==> config.mk <==
export PLATFORM = sky130hd
export DESIGN_NAME = positional_list_insert_delete_core_flat
export DESIGN_NICKNAME = d
export VERILOG_FILES = /design/src/hdl/plid_pkg.sv /design/src/hdl/plid_if.sv /design/src/hdl/positional_list_insert_delete_core.sv /design/src/hdl/plid_mem.sv /design/src/flat_wrapper.sv
export SDC_FILE = /design/constraint.sdc
export NUM_CORES = 1
export LEC_CHECK = 0
export BUFFER_PORTS_ARGS = -buffer_cell sky130_fd_sc_hd__buf_2
export CAP_MARGIN = 20
export CELL_PAD_IN_SITES_DETAIL_PLACEMENT = 0
export CELL_PAD_IN_SITES_GLOBAL_PLACEMENT = 2
export CORE_MARGIN = 5
export CORE_UTILIZATION = 44
export CTS_CLUSTER_SIZE = 16
export DETAILED_ROUTE_END_ITERATION = 10
export PLACE_DENSITY = 0.75
export SLEW_MARGIN = 20
export SYNTH_ARGS = -nofsm -noshare
export SYNTH_HDL_FRONTEND = slang
export SYNTH_HIERARCHICAL = 1
export SYNTH_SLANG_ARGS = --single-unit
==> constraint.sdc <==
create_clock -name clock -period 4.5 [get_ports clock]
set_input_delay 0 -clock clock [delete_from_list [all_inputs] [get_ports clock]]
set_output_delay 0 -clock clock [all_outputs]
set_load 0.005 [all_outputs]
==> src/hdl/plid_pkg.sv <==
// Package: sizes, codes and shared types of the positional list core.
`default_nettype none
package plid_pkg;

   localparam int DEPTH    = 16;
   localparam int ADDR_W   = (DEPTH > 1) ? $clog2(DEPTH) : 1;
   localparam int COUNT_W  = $clog2(DEPTH + 1);
   localparam int POS_W    = 5;
   localparam int LEN_W    = 5;
   localparam int DATA_W   = 32;
   localparam int CMP_W    = (COUNT_W > POS_W) ? COUNT_W : POS_W;

   typedef enum logic [1:0] {
      FN_INSERT = 2'd0,
      FN_DELETE = 2'd1,
      FN_READ   = 2'd2
   } func_type;

   typedef enum logic [1:0] {
      ST_OK    = 2'd0,
      ST_RANGE = 2'd1,
      ST_FULL  = 2'd2
   } status_type;

   typedef enum logic [2:0] {
      S_IDLE,
      S_INS_STEP,
      S_INS_MOVE,
      S_DEL_STEP,
      S_DEL_MOVE,
      S_RD_WAIT,
      S_RESP
   } state_type;

   typedef struct packed {
      logic              we;
      logic [ADDR_W-1:0] waddr;
      logic [DATA_W-1:0] wdata;
      logic [ADDR_W-1:0] raddr;
   } mem_req_type;

endpackage
`default_nettype wire

==> src/hdl/plid_if.sv <==
// Interfaces: request and response channels of the positional list core.
`default_nettype none
interface plid_req_if;
   logic                                valid;
   logic                                ready;
   logic [1:0]                          func;
   logic [plid_pkg::POS_W-1:0]          position;
   logic signed [plid_pkg::DATA_W-1:0]  value;

   modport source (output valid, output func, output position, output value, input ready);
   modport sink   (input valid, input func, input position, input value, output ready);
endinterface

interface plid_rsp_if;
   logic                                valid;
   logic                                ready;
   logic [1:0]                          status;
   logic signed [plid_pkg::DATA_W-1:0]  read_value;
   logic [plid_pkg::LEN_W-1:0]          list_length;

   modport source (output valid, output status, output read_value, output list_length,
                   input ready);
   modport sink   (input valid, input status, input read_value, input list_length,
                   output ready);
endinterface
`default_nettype wire

==> src/hdl/positional_list_insert_delete_core.sv <==
// Top level: sequencer that edits the positional list one entry move at a time.
//
//   channel  | direction | handshake      | payload
//   req_ch   | in        | valid / ready  | func, position, value
//   rsp_ch   | out       | valid / ready  | status, read_value, list_length
//
// Each moved entry is read in a step state and then written one slot over in a
// move state, as the entry memory has a single write port and a single
// registered read port. A read captures its data in S_RD_WAIT; a rejected
// transaction goes straight to the response. Synchronous reset empties
// the list; entry contents are not cleared. One transaction is in flight at a
// time: req_ch.ready is low from acceptance until the response is taken.
`default_nettype none
module positional_list_insert_delete_core (
   input  wire         clock,
   input  wire         reset,
   plid_req_if.sink    req_ch,
   plid_rsp_if.source  rsp_ch
);

   localparam int CMP_W  = plid_pkg::CMP_W;
   localparam int ADDR_W = plid_pkg::ADDR_W;

   plid_pkg::state_type                 state_ff, state_in;
   logic [plid_pkg::COUNT_W-1:0]        count_ff, count_in;
   logic [CMP_W-1:0]                    idx_ff, idx_in;
   logic [CMP_W-1:0]                    pos_ff, pos_in;
   logic signed [plid_pkg::DATA_W-1:0]  val_ff, val_in;
   plid_pkg::status_type                status_ff, status_in;
   logic signed [plid_pkg::DATA_W-1:0]  rdval_ff, rdval_in;

   plid_pkg::mem_req_type               mem_req;
   logic [plid_pkg::DATA_W-1:0]         mem_rdata;

   logic                                req_fire;
   logic [CMP_W-1:0]                    cnt_x;
   logic [CMP_W-1:0]                    req_pos_x;
   logic [CMP_W-1:0]                    idx_m1;

   plid_mem u_mem (
      .clock   (clock),
      .mem_req (mem_req),
      .rdata   (mem_rdata)
   );

   assign req_fire  = req_ch.valid && req_ch.ready;
   assign cnt_x     = CMP_W'(count_ff);
   assign req_pos_x = CMP_W'(req_ch.position);
   assign idx_m1    = idx_ff - 1'b1;

   assign req_ch.ready       = (state_ff == plid_pkg::S_IDLE);
   assign rsp_ch.valid       = (state_ff == plid_pkg::S_RESP);
   assign rsp_ch.status      = status_ff;
   assign rsp_ch.read_value  = rdval_ff;
   assign rsp_ch.list_length = cnt_x[plid_pkg::LEN_W-1:0];

   always_ff @(posedge clock) begin
      if (reset) begin
         state_ff <= plid_pkg::S_IDLE;
         count_ff <= '0;
      end else begin
         state_ff <= state_in;
         count_ff <= count_in;
      end
   end

   always_ff @(posedge clock) begin
      idx_ff    <= idx_in;
      pos_ff    <= pos_in;
      val_ff    <= val_in;
      status_ff <= status_in;
      rdval_ff  <= rdval_in;
   end

   always_comb begin
      state_in  = state_ff;
      count_in  = count_ff;
      idx_in    = idx_ff;
      pos_in    = pos_ff;
      val_in    = val_ff;
      status_in = status_ff;
      rdval_in  = rdval_ff;
      mem_req   = '{we: 1'b0, waddr: '0, wdata: '0, raddr: '0};

      case (state_ff)
         plid_pkg::S_IDLE: begin
            if (req_fire) begin
               pos_in    = req_pos_x;
               val_in    = req_ch.value;
               rdval_in  = '0;
               status_in = plid_pkg::ST_OK;
               case (req_ch.func)
                  plid_pkg::FN_INSERT: begin
                     if (req_pos_x > cnt_x) begin
                        status_in = plid_pkg::ST_RANGE;
                        state_in  = plid_pkg::S_RESP;
                     end else if (cnt_x >= CMP_W'(plid_pkg::DEPTH)) begin
                        status_in = plid_pkg::ST_FULL;
                        state_in  = plid_pkg::S_RESP;
                     end else begin
                        idx_in   = cnt_x;
                        state_in = plid_pkg::S_INS_STEP;
                     end
                  end
                  plid_pkg::FN_DELETE: begin
                     if (req_pos_x >= cnt_x) begin
                        status_in = plid_pkg::ST_RANGE;
                        state_in  = plid_pkg::S_RESP;
                     end else begin
                        idx_in   = req_pos_x + 1'b1;
                        state_in = plid_pkg::S_DEL_STEP;
                     end
                  end
                  plid_pkg::FN_READ: begin
                     if (req_pos_x >= cnt_x) begin
                        status_in = plid_pkg::ST_RANGE;
                        state_in  = plid_pkg::S_RESP;
                     end else begin
                        mem_req.raddr = req_pos_x[ADDR_W-1:0];
                        state_in      = plid_pkg::S_RD_WAIT;
                     end
                  end
                  default: begin
                     status_in = plid_pkg::ST_RANGE;
                     state_in  = plid_pkg::S_RESP;
                  end
               endcase
            end
         end
         // walk down from the tail, opening a gap at pos
         plid_pkg::S_INS_STEP: begin
            if (idx_ff == pos_ff) begin
               mem_req.we    = 1'b1;
               mem_req.waddr = pos_ff[ADDR_W-1:0];
               mem_req.wdata = val_ff;
               count_in      = count_ff + 1'b1;
               state_in      = plid_pkg::S_RESP;
            end else begin
               mem_req.raddr = idx_m1[ADDR_W-1:0];
               state_in      = plid_pkg::S_INS_MOVE;
            end
         end
         plid_pkg::S_INS_MOVE: begin
            mem_req.we    = 1'b1;
            mem_req.waddr = idx_ff[ADDR_W-1:0];
            mem_req.wdata = mem_rdata;
            idx_in        = idx_m1;
            state_in      = plid_pkg::S_INS_STEP;
         end
         // walk up from pos+1, closing the gap
         plid_pkg::S_DEL_STEP: begin
            if (idx_ff == cnt_x) begin
               count_in = count_ff - 1'b1;
               state_in = plid_pkg::S_RESP;
            end else begin
               mem_req.raddr = idx_ff[ADDR_W-1:0];
               state_in      = plid_pkg::S_DEL_MOVE;
            end
         end
         plid_pkg::S_DEL_MOVE: begin
            mem_req.we    = 1'b1;
            mem_req.waddr = idx_m1[ADDR_W-1:0];
            mem_req.wdata = mem_rdata;
            idx_in        = idx_ff + 1'b1;
            state_in      = plid_pkg::S_DEL_STEP;
         end
         plid_pkg::S_RD_WAIT: begin
            rdval_in = mem_rdata;
            state_in = plid_pkg::S_RESP;
         end
         plid_pkg::S_RESP: begin
            if (rsp_ch.ready) begin
               state_in = plid_pkg::S_IDLE;
            end
         end
         default: begin
            state_in = plid_pkg::S_IDLE;
         end
      endcase
   end

   a_count_bound: assert property (@(posedge clock) disable iff (reset)
      cnt_x <= CMP_W'(plid_pkg::DEPTH))
      else $error("list length exceeds capacity");

   a_idle_count_stable: assert property (@(posedge clock) disable iff (reset)
      (state_ff == plid_pkg::S_IDLE && !req_fire) |=> $stable(count_ff))
      else $error("list length changed without a transaction");

   a_no_overlap: assert property (@(posedge clock) disable iff (reset)
      !(req_ch.ready && rsp_ch.valid))
      else $error("request accepted while a response is pending");

   a_err_zero_value: assert property (@(posedge clock) disable iff (reset)
      (rsp_ch.valid && status_ff != plid_pkg::ST_OK) |-> (rdval_ff == '0))
      else $error("nonzero read value on a failed transaction");

   a_ins_idx_range: assert property (@(posedge clock) disable iff (reset)
      (state_ff == plid_pkg::S_INS_MOVE) |-> (idx_ff <= cnt_x && idx_ff > pos_ff))
      else $error("insert move index out of range");

endmodule
`default_nettype wire

==> src/hdl/plid_mem.sv <==
// Entry storage: one write port and one registered read port.
`default_nettype none
module plid_mem (
   input  wire                                 clock,
   input  plid_pkg::mem_req_type               mem_req,
   output logic [plid_pkg::DATA_W-1:0]         rdata
);

   logic [plid_pkg::DATA_W-1:0] store [plid_pkg::DEPTH];

   always_ff @(posedge clock) begin
      if (mem_req.we) begin
         store[mem_req.waddr] <= mem_req.wdata;
      end
   end

   always_ff @(posedge clock) begin
      rdata <= store[mem_req.raddr];
   end

endmodule
`default_nettype wire

==> src/flat_wrapper.sv <==
// flat-port wrapper written by rule: the top's interface ports become plain ports
module positional_list_insert_delete_core_flat 
  (clock, reset, req_ch_valid, req_ch_func, req_ch_position, req_ch_value, req_ch_ready, rsp_ch_valid, rsp_ch_status, rsp_ch_read_value, rsp_ch_list_length, rsp_ch_ready);
  plid_req_if req_ch_i ();
  plid_rsp_if rsp_ch_i ();
  input  wire clock;
  input  wire reset;
  input wire logic [$bits(req_ch_i.valid)-1:0] req_ch_valid;
  input wire logic [$bits(req_ch_i.func)-1:0] req_ch_func;
  input wire logic [$bits(req_ch_i.position)-1:0] req_ch_position;
  input wire logic [$bits(req_ch_i.value)-1:0] req_ch_value;
  output wire logic [$bits(req_ch_i.ready)-1:0] req_ch_ready;
  output wire logic [$bits(rsp_ch_i.valid)-1:0] rsp_ch_valid;
  output wire logic [$bits(rsp_ch_i.status)-1:0] rsp_ch_status;
  output wire logic [$bits(rsp_ch_i.read_value)-1:0] rsp_ch_read_value;
  output wire logic [$bits(rsp_ch_i.list_length)-1:0] rsp_ch_list_length;
  input wire logic [$bits(rsp_ch_i.ready)-1:0] rsp_ch_ready;
  assign req_ch_i.valid = req_ch_valid;
  assign req_ch_i.func = req_ch_func;
  assign req_ch_i.position = req_ch_position;
  assign req_ch_i.value = req_ch_value;
  assign req_ch_ready = req_ch_i.ready;
  assign rsp_ch_valid = rsp_ch_i.valid;
  assign rsp_ch_status = rsp_ch_i.status;
  assign rsp_ch_read_value = rsp_ch_i.read_value;
  assign rsp_ch_list_length = rsp_ch_i.list_length;
  assign rsp_ch_i.ready = rsp_ch_ready;
  positional_list_insert_delete_core u_core (.clock(clock), .reset(reset), .req_ch(req_ch_i), .rsp_ch(rsp_ch_i));
endmodule
After elaboration in Yosys (flattened, before gate mapping). Memories as Yosys holds them, arrays and structs flattened. A register that Yosys moved wholly into a read port is not among the register bits. Cells that the tools add are included.

Bits in registers: 84. RAM bits: 512. Bits of input ports: 43. Output and inout port bits: 41. Word-level logic and storage cells: 81. Memories: 1.

Memories: u_core.u_mem.store (words 16, width 32, read ports 1, clocked after memory_dff 1, wr ports 1, line plid_mem.sv:9) `logic [plid_pkg::DATA_W-1:0] store [plid_pkg::DEPTH];`.

Add/sub/neg operators: 5. $lt $le $gt $ge: 3. Equal/unequal tests: 18. Multiplexer cells: 35. Reduce and logical (&&, ||, !) cells: 12.

Operator list (count): $pmux W37 S3 (1); $pmux W32 S2 (1); $mux W37 (1); $mux W32 (1); $mux W5 (6); $pmux W3 S7 (1); $mux W4 (5); $pmux W5 S2 (2); $mux W3 (6); $add A5 B1 Y5 const B (3); $pmux W5 S3 (1); $ne A3 B3 Y1 const B (4); $pmux W4 S3 (1); $eq A5 B5 Y1 (2); $sub A5 B1 Y5 const B (2); $eq A3 B3 Y1 const B (3); $pmux W3 S3 (1); $mux W2 (4); $eq A3 B2 Y1 const B (2); $ne A2 B1 Y1 const B (3); $reduce_and A2 Y1 (3); $reduce_and A6 Y1 (1); $ge A5 B5 Y1 (1); $ge A5 B5 Y1 const B (1); 14 further kinds (17).

Longest topological paths before layout.
Depth after elaboration: 6. Gate-level depth with buffers: 13. Mapped depth without buffers: 11.

Hierarchy. The synthesis kept the hierarchy.

By module, submodules not included: plid_mem (times used 1, cells an instance 838, area an instance 19835.3 µm², seq. area each 16015.4 µm²); positional_list_insert_delete_core (times used 1, cells an instance 355, area an instance 4340.4 µm², seq. area each 2442.3 µm²).

Worst setup path before layout. No wires, ideal clock.

Path type: reg-to-reg. Start point: reg u_core.idx_ff[1]. End point: mem u_core/u_mem/store[0][0] (netlist name), enable pin. Library setup time: 461 ps. Arrival: 4117 ps. Required time: 4039 ps. Slack: -78 ps. Cell stages (with the launch flop): 9. Path buffers: 2. Period minus slack after synthesis: 4578 ps. Path through: edfxtp_1 > buf_6 > xnor2_2 > nand3_1 > nor3_1 > buf_4 > a221o_1 > or3b_2 > nor3_1.

RTL lines: start, declared (line positional_list_insert_delete_core.sv:26) `logic [CMP_W-1:0] idx_ff, idx_in;`; start signal, assigned (line positional_list_insert_delete_core.sv:68) `idx_ff <= idx_in;`; end, declared (line plid_mem.sv:9).

==> reports/qor.csv <==
metric;value;unit
fin_tns_setup;0;ns
vias;12210;
drc;0;
cts.htree.levels;3;
critPathMaxStageDelay;0.75;ns
yosys.area_share.adder;0.8591;%
initial_core_util;44.14;%
rsz0062_at_grt;no;
relSlewSlack;40.68;%
cpLargestDelayFamily;simple AND/OR/NAND/NOR gates;
drive_gt1_share;27.03;%
cts_root_buf;clkbuf_16;
grt_pass1_wl;81740;um
hp-start;req_ch_func[0];
synth_ff_type;edfxtp_1;
synth_mux_area_share;12.05;%
antenna_found_initial;1;
ys_types;62;
hold_slack;0.04350;ns
critPathCaptureType;flip-flop;
ys_ff_latch;628;
drv_cap;0;
hpwl;30520;um
diodes;0;
status;finished clean;
path_buf_inv;2;
synth-async-reset-ratio;0;%
r2r-end;u_core/u_mem/store[7][23];
gr-total-overflow;0;
rows;86;
worstHoldEndpoint;u_core/rsp_ch.status[0];
post_cts_buffers;0;
combPwrFrac;23.4;%
power.density;624.1;nW/um2
routed_wl;54440;um
clockPowerShare;29.5;%
mappedNetlistNets;1252;
cp_slowest_cell;o221ai_1;
p_int;12610;uW
slew_viol_final;0;
cts_resized;0;
drtAntennaViolNets;0;
synthCells;1193;
pwr-share-seq;47.1;%
synthSimpleGateAreaFrac;3.297;%
cts.sinks;628;
synth_top_family_by_area;multiplexers;
seq_area_frac_synth;76.35;%
viasPerCell;5.766;
track_usage;18.40;%
coreArea;54770;um2
fin_util;51.70;%
clk_pin_slew;0.06;ns
numPortBuffers;83;
synthXorXnorAreaFrac;0.7815;%
worst-endpoint-arrival;3.94;ns
fillers;4296;
first_pass_iters;5;
p_leak;0.009281;uW
fmax;0.2718;GHz
ff2ff_path_depth;6;
clockBufferDepth;3;
peakVddDrop;0.2731;mV
grt_max_degree;56;
syn_area;24180;um2
min_period;3.680;ns
netSwitchingFraction;28.65;%
insertion_delay;0.58;ns
syn_avg_cell_area;20.26;um2
wl_per_cell;25.71;um
grt_pass1_vias;12500;
pin_count;84;
worstPathCellList;inv_2 > or3_1 > o221ai_1 > nand2_1 > nor2_4 > buf_12;
synth_compound_area_share;5.087;%
worst_pin_slew;0.8844;ns
ys_warn_count;6;
whs_path_depth;3;
critPathRequiredTime;4.76;ns
place_congestion;0.7563;
syn_to_final_growth;17.13;%
cts_tree;built;
cp_max_fo;18;
dieHeight;244.4;um
hold_class;in -> reg;
nNetsFinal;1423;
cts_buffers;66;
timing.rr.start;u_core/state_ff[1];
setup_violations;0;
skew;0.02230;ns
hold_viol;0;
synth_enable_flop_cells;588;
r2r_setup_slack;0.82;ns
die_area;59730;um2
drt_iter0_drc;1041;
die_w;244.4;um
post-route-period-util;81.77;%
critPathLaunchType;flip-flop;
ctsHoldBuffers;41;
path_class;reg -> reg;
switchingPower;5062;uW
[worst max-delay path by stage]
stage / start / endpoint / slack [ns] / cells after the start
6_report: u_core/state_ff[1] / u_core/u_mem/store[7][23] / 0.82 / 6
2_1_floorplan: u_core/idx_ff[1] / u_core/u_mem/store[12][0] / 0.16 / 10
3_3_place_gp: u_core/state_ff[1] / u_core/u_mem/store[7][16] / 0.83 / 6
4_1_cts: u_core/state_ff[1] / u_core/u_mem/store[7][23] / 0.80 / 6
3_5_place_dp: u_core/state_ff[1] / u_core/u_mem/store[7][16] / 0.83 / 6
5_1_grt: u_core/state_ff[1] / u_core/u_mem/store[7][10] / 0.56 / 6
[logic make-up after synthesis]
| kind of cell | count (synthesis) |
|---|---|
| buffers and inverters | 77 |
| adder cells (fa/ha/maj) | 16 |
| AO/OA/AOI/OAI | 161 |
| XOR/XNOR | 19 |
| AND/OR/NAND/NOR | 161 |
| flip-flops | 628 |
| multiplexers | 131 |
[layout by cell type, fill, tap and decap left out, types with 18 or more instances in the layout]
master / Yosys / routed
and2_1: 35 / 33
dlygate4sd3_1: 0 / 41
mux4_2: 128 / 128
a22o_1: 32 / 32
clkbuf_16: 0 / 67
buf_4: 13 / 29
nand2_1: 51 / 51
nor2_1: 34 / 21
dfxtp_1: 40 / 40
a22oi_1: 65 / 65
clkbuf_1: 22 / 18
edfxtp_1: 588 / 588
buf_2: 17 / 83
[synthesized netlist by cell type (3+ instances only)]
cell / instances / area (um2)
edfxtp_1: 588 / 17660
o221ai_1: 3 / 26.28
clkbuf_1: 22 / 82.58
nor3_1: 9 / 45.04
mux2i_1: 3 / 30.03
a221o_1: 4 / 40.04
buf_4: 13 / 97.59
a211oi_1: 4 / 30.03
o21ai_0: 10 / 50.05
xnor2_1: 11 / 96.34
xor2_1: 5 / 43.79
and2_1: 35 / 219.0
nor2_1: 34 / 127.6
buf_2: 17 / 85.08
mux4_2: 128 / 2883
nand2_1: 51 / 191.4
a22oi_1: 65 / 488.0
a22o_1: 32 / 280.3
dfxtp_1: 40 / 800.8
and3_1: 4 / 25.02
o21ai_1: 3 / 15.01
inv_1: 11 / 41.29
nand3_1: 6 / 30.03
a21o_1: 4 / 30.03
nand2b_1: 5 / 31.28
a21oi_1: 14 / 70.07
buf_6: 3 / 33.78
ha_1: 15 / 187.7
buf_1: 10 / 37.54
nor2b_1: 3 / 18.77
a31o_1: 3 / 26.28
[tightest hold or removal path, cell delays in order]
cell and delay [ns]:
buf_2 0.11, ha_1 0.26, a21o_1 0.13
[power by group through the flow]
stage	Clock [uW]	Combinational, uW	Sequential, uW
after floorplan	0	2840	8230
after global placement	0	4080	8440
after detailed placement	0	4170	8450
after CTS	5330	4210	8340
after global routing	5590	4510	8400
final	5210	4130	8330
[cell type report]
type / count / area, um2 / area share [%]
clock buffer: 91 / 1827 / 6.451
clock inverter: 26 / 255.2 / 0.9014
inverter: 12 / 45.04 / 0.1591
multi-input combinational: 488 / 5507 / 19.45
sequential: 628 / 18460 / 65.18
tap: 704 / 880.8 / 3.111
timing repair buffer: 168 / 1344 / 4.746
[registers in the layout, summed over array words and instances, names as in the netlist]
name,count
u_core/pos_ff,5
u_core/rsp_ch.list_length,5
u_core/idx_ff,5
u_core/rsp_ch.status,2
u_core/u_mem/rdata,32
u_core/u_mem/store,512
u_core/state_ff,3
u_core/rsp_ch.read_value,32
u_core/val_ff,32
[through the flow]
stage | area, um2 | power, uW | instances | setup slack, ns
floorplan | 24180 | 11070 | 1193 | 0.1635
global placement | 25820 | 12520 | 1959 | 0.8294
detailed placement | 25820 | 12620 | 1959 | 0.8336
CTS | 28320 | 17880 | 2117 | 0.7960
global route | 28320 | 18500 | 2117 | 0.5622
finish | 28320 | 17670 | 2117 | 0.8204
[per-layer routing]
metal  GRT usage, %  wire length, um  part of all wire [%]  up-vias
met5              0                0                     0        -
met4          4.099             1071                   2.0        0
met3          2.940             2901                   5.3       72
met2          30.58            27120                    50      370
met1          26.05            23340                    43     6505
li1               -                -                     -     5260
(Power assumes the default switching activity.)
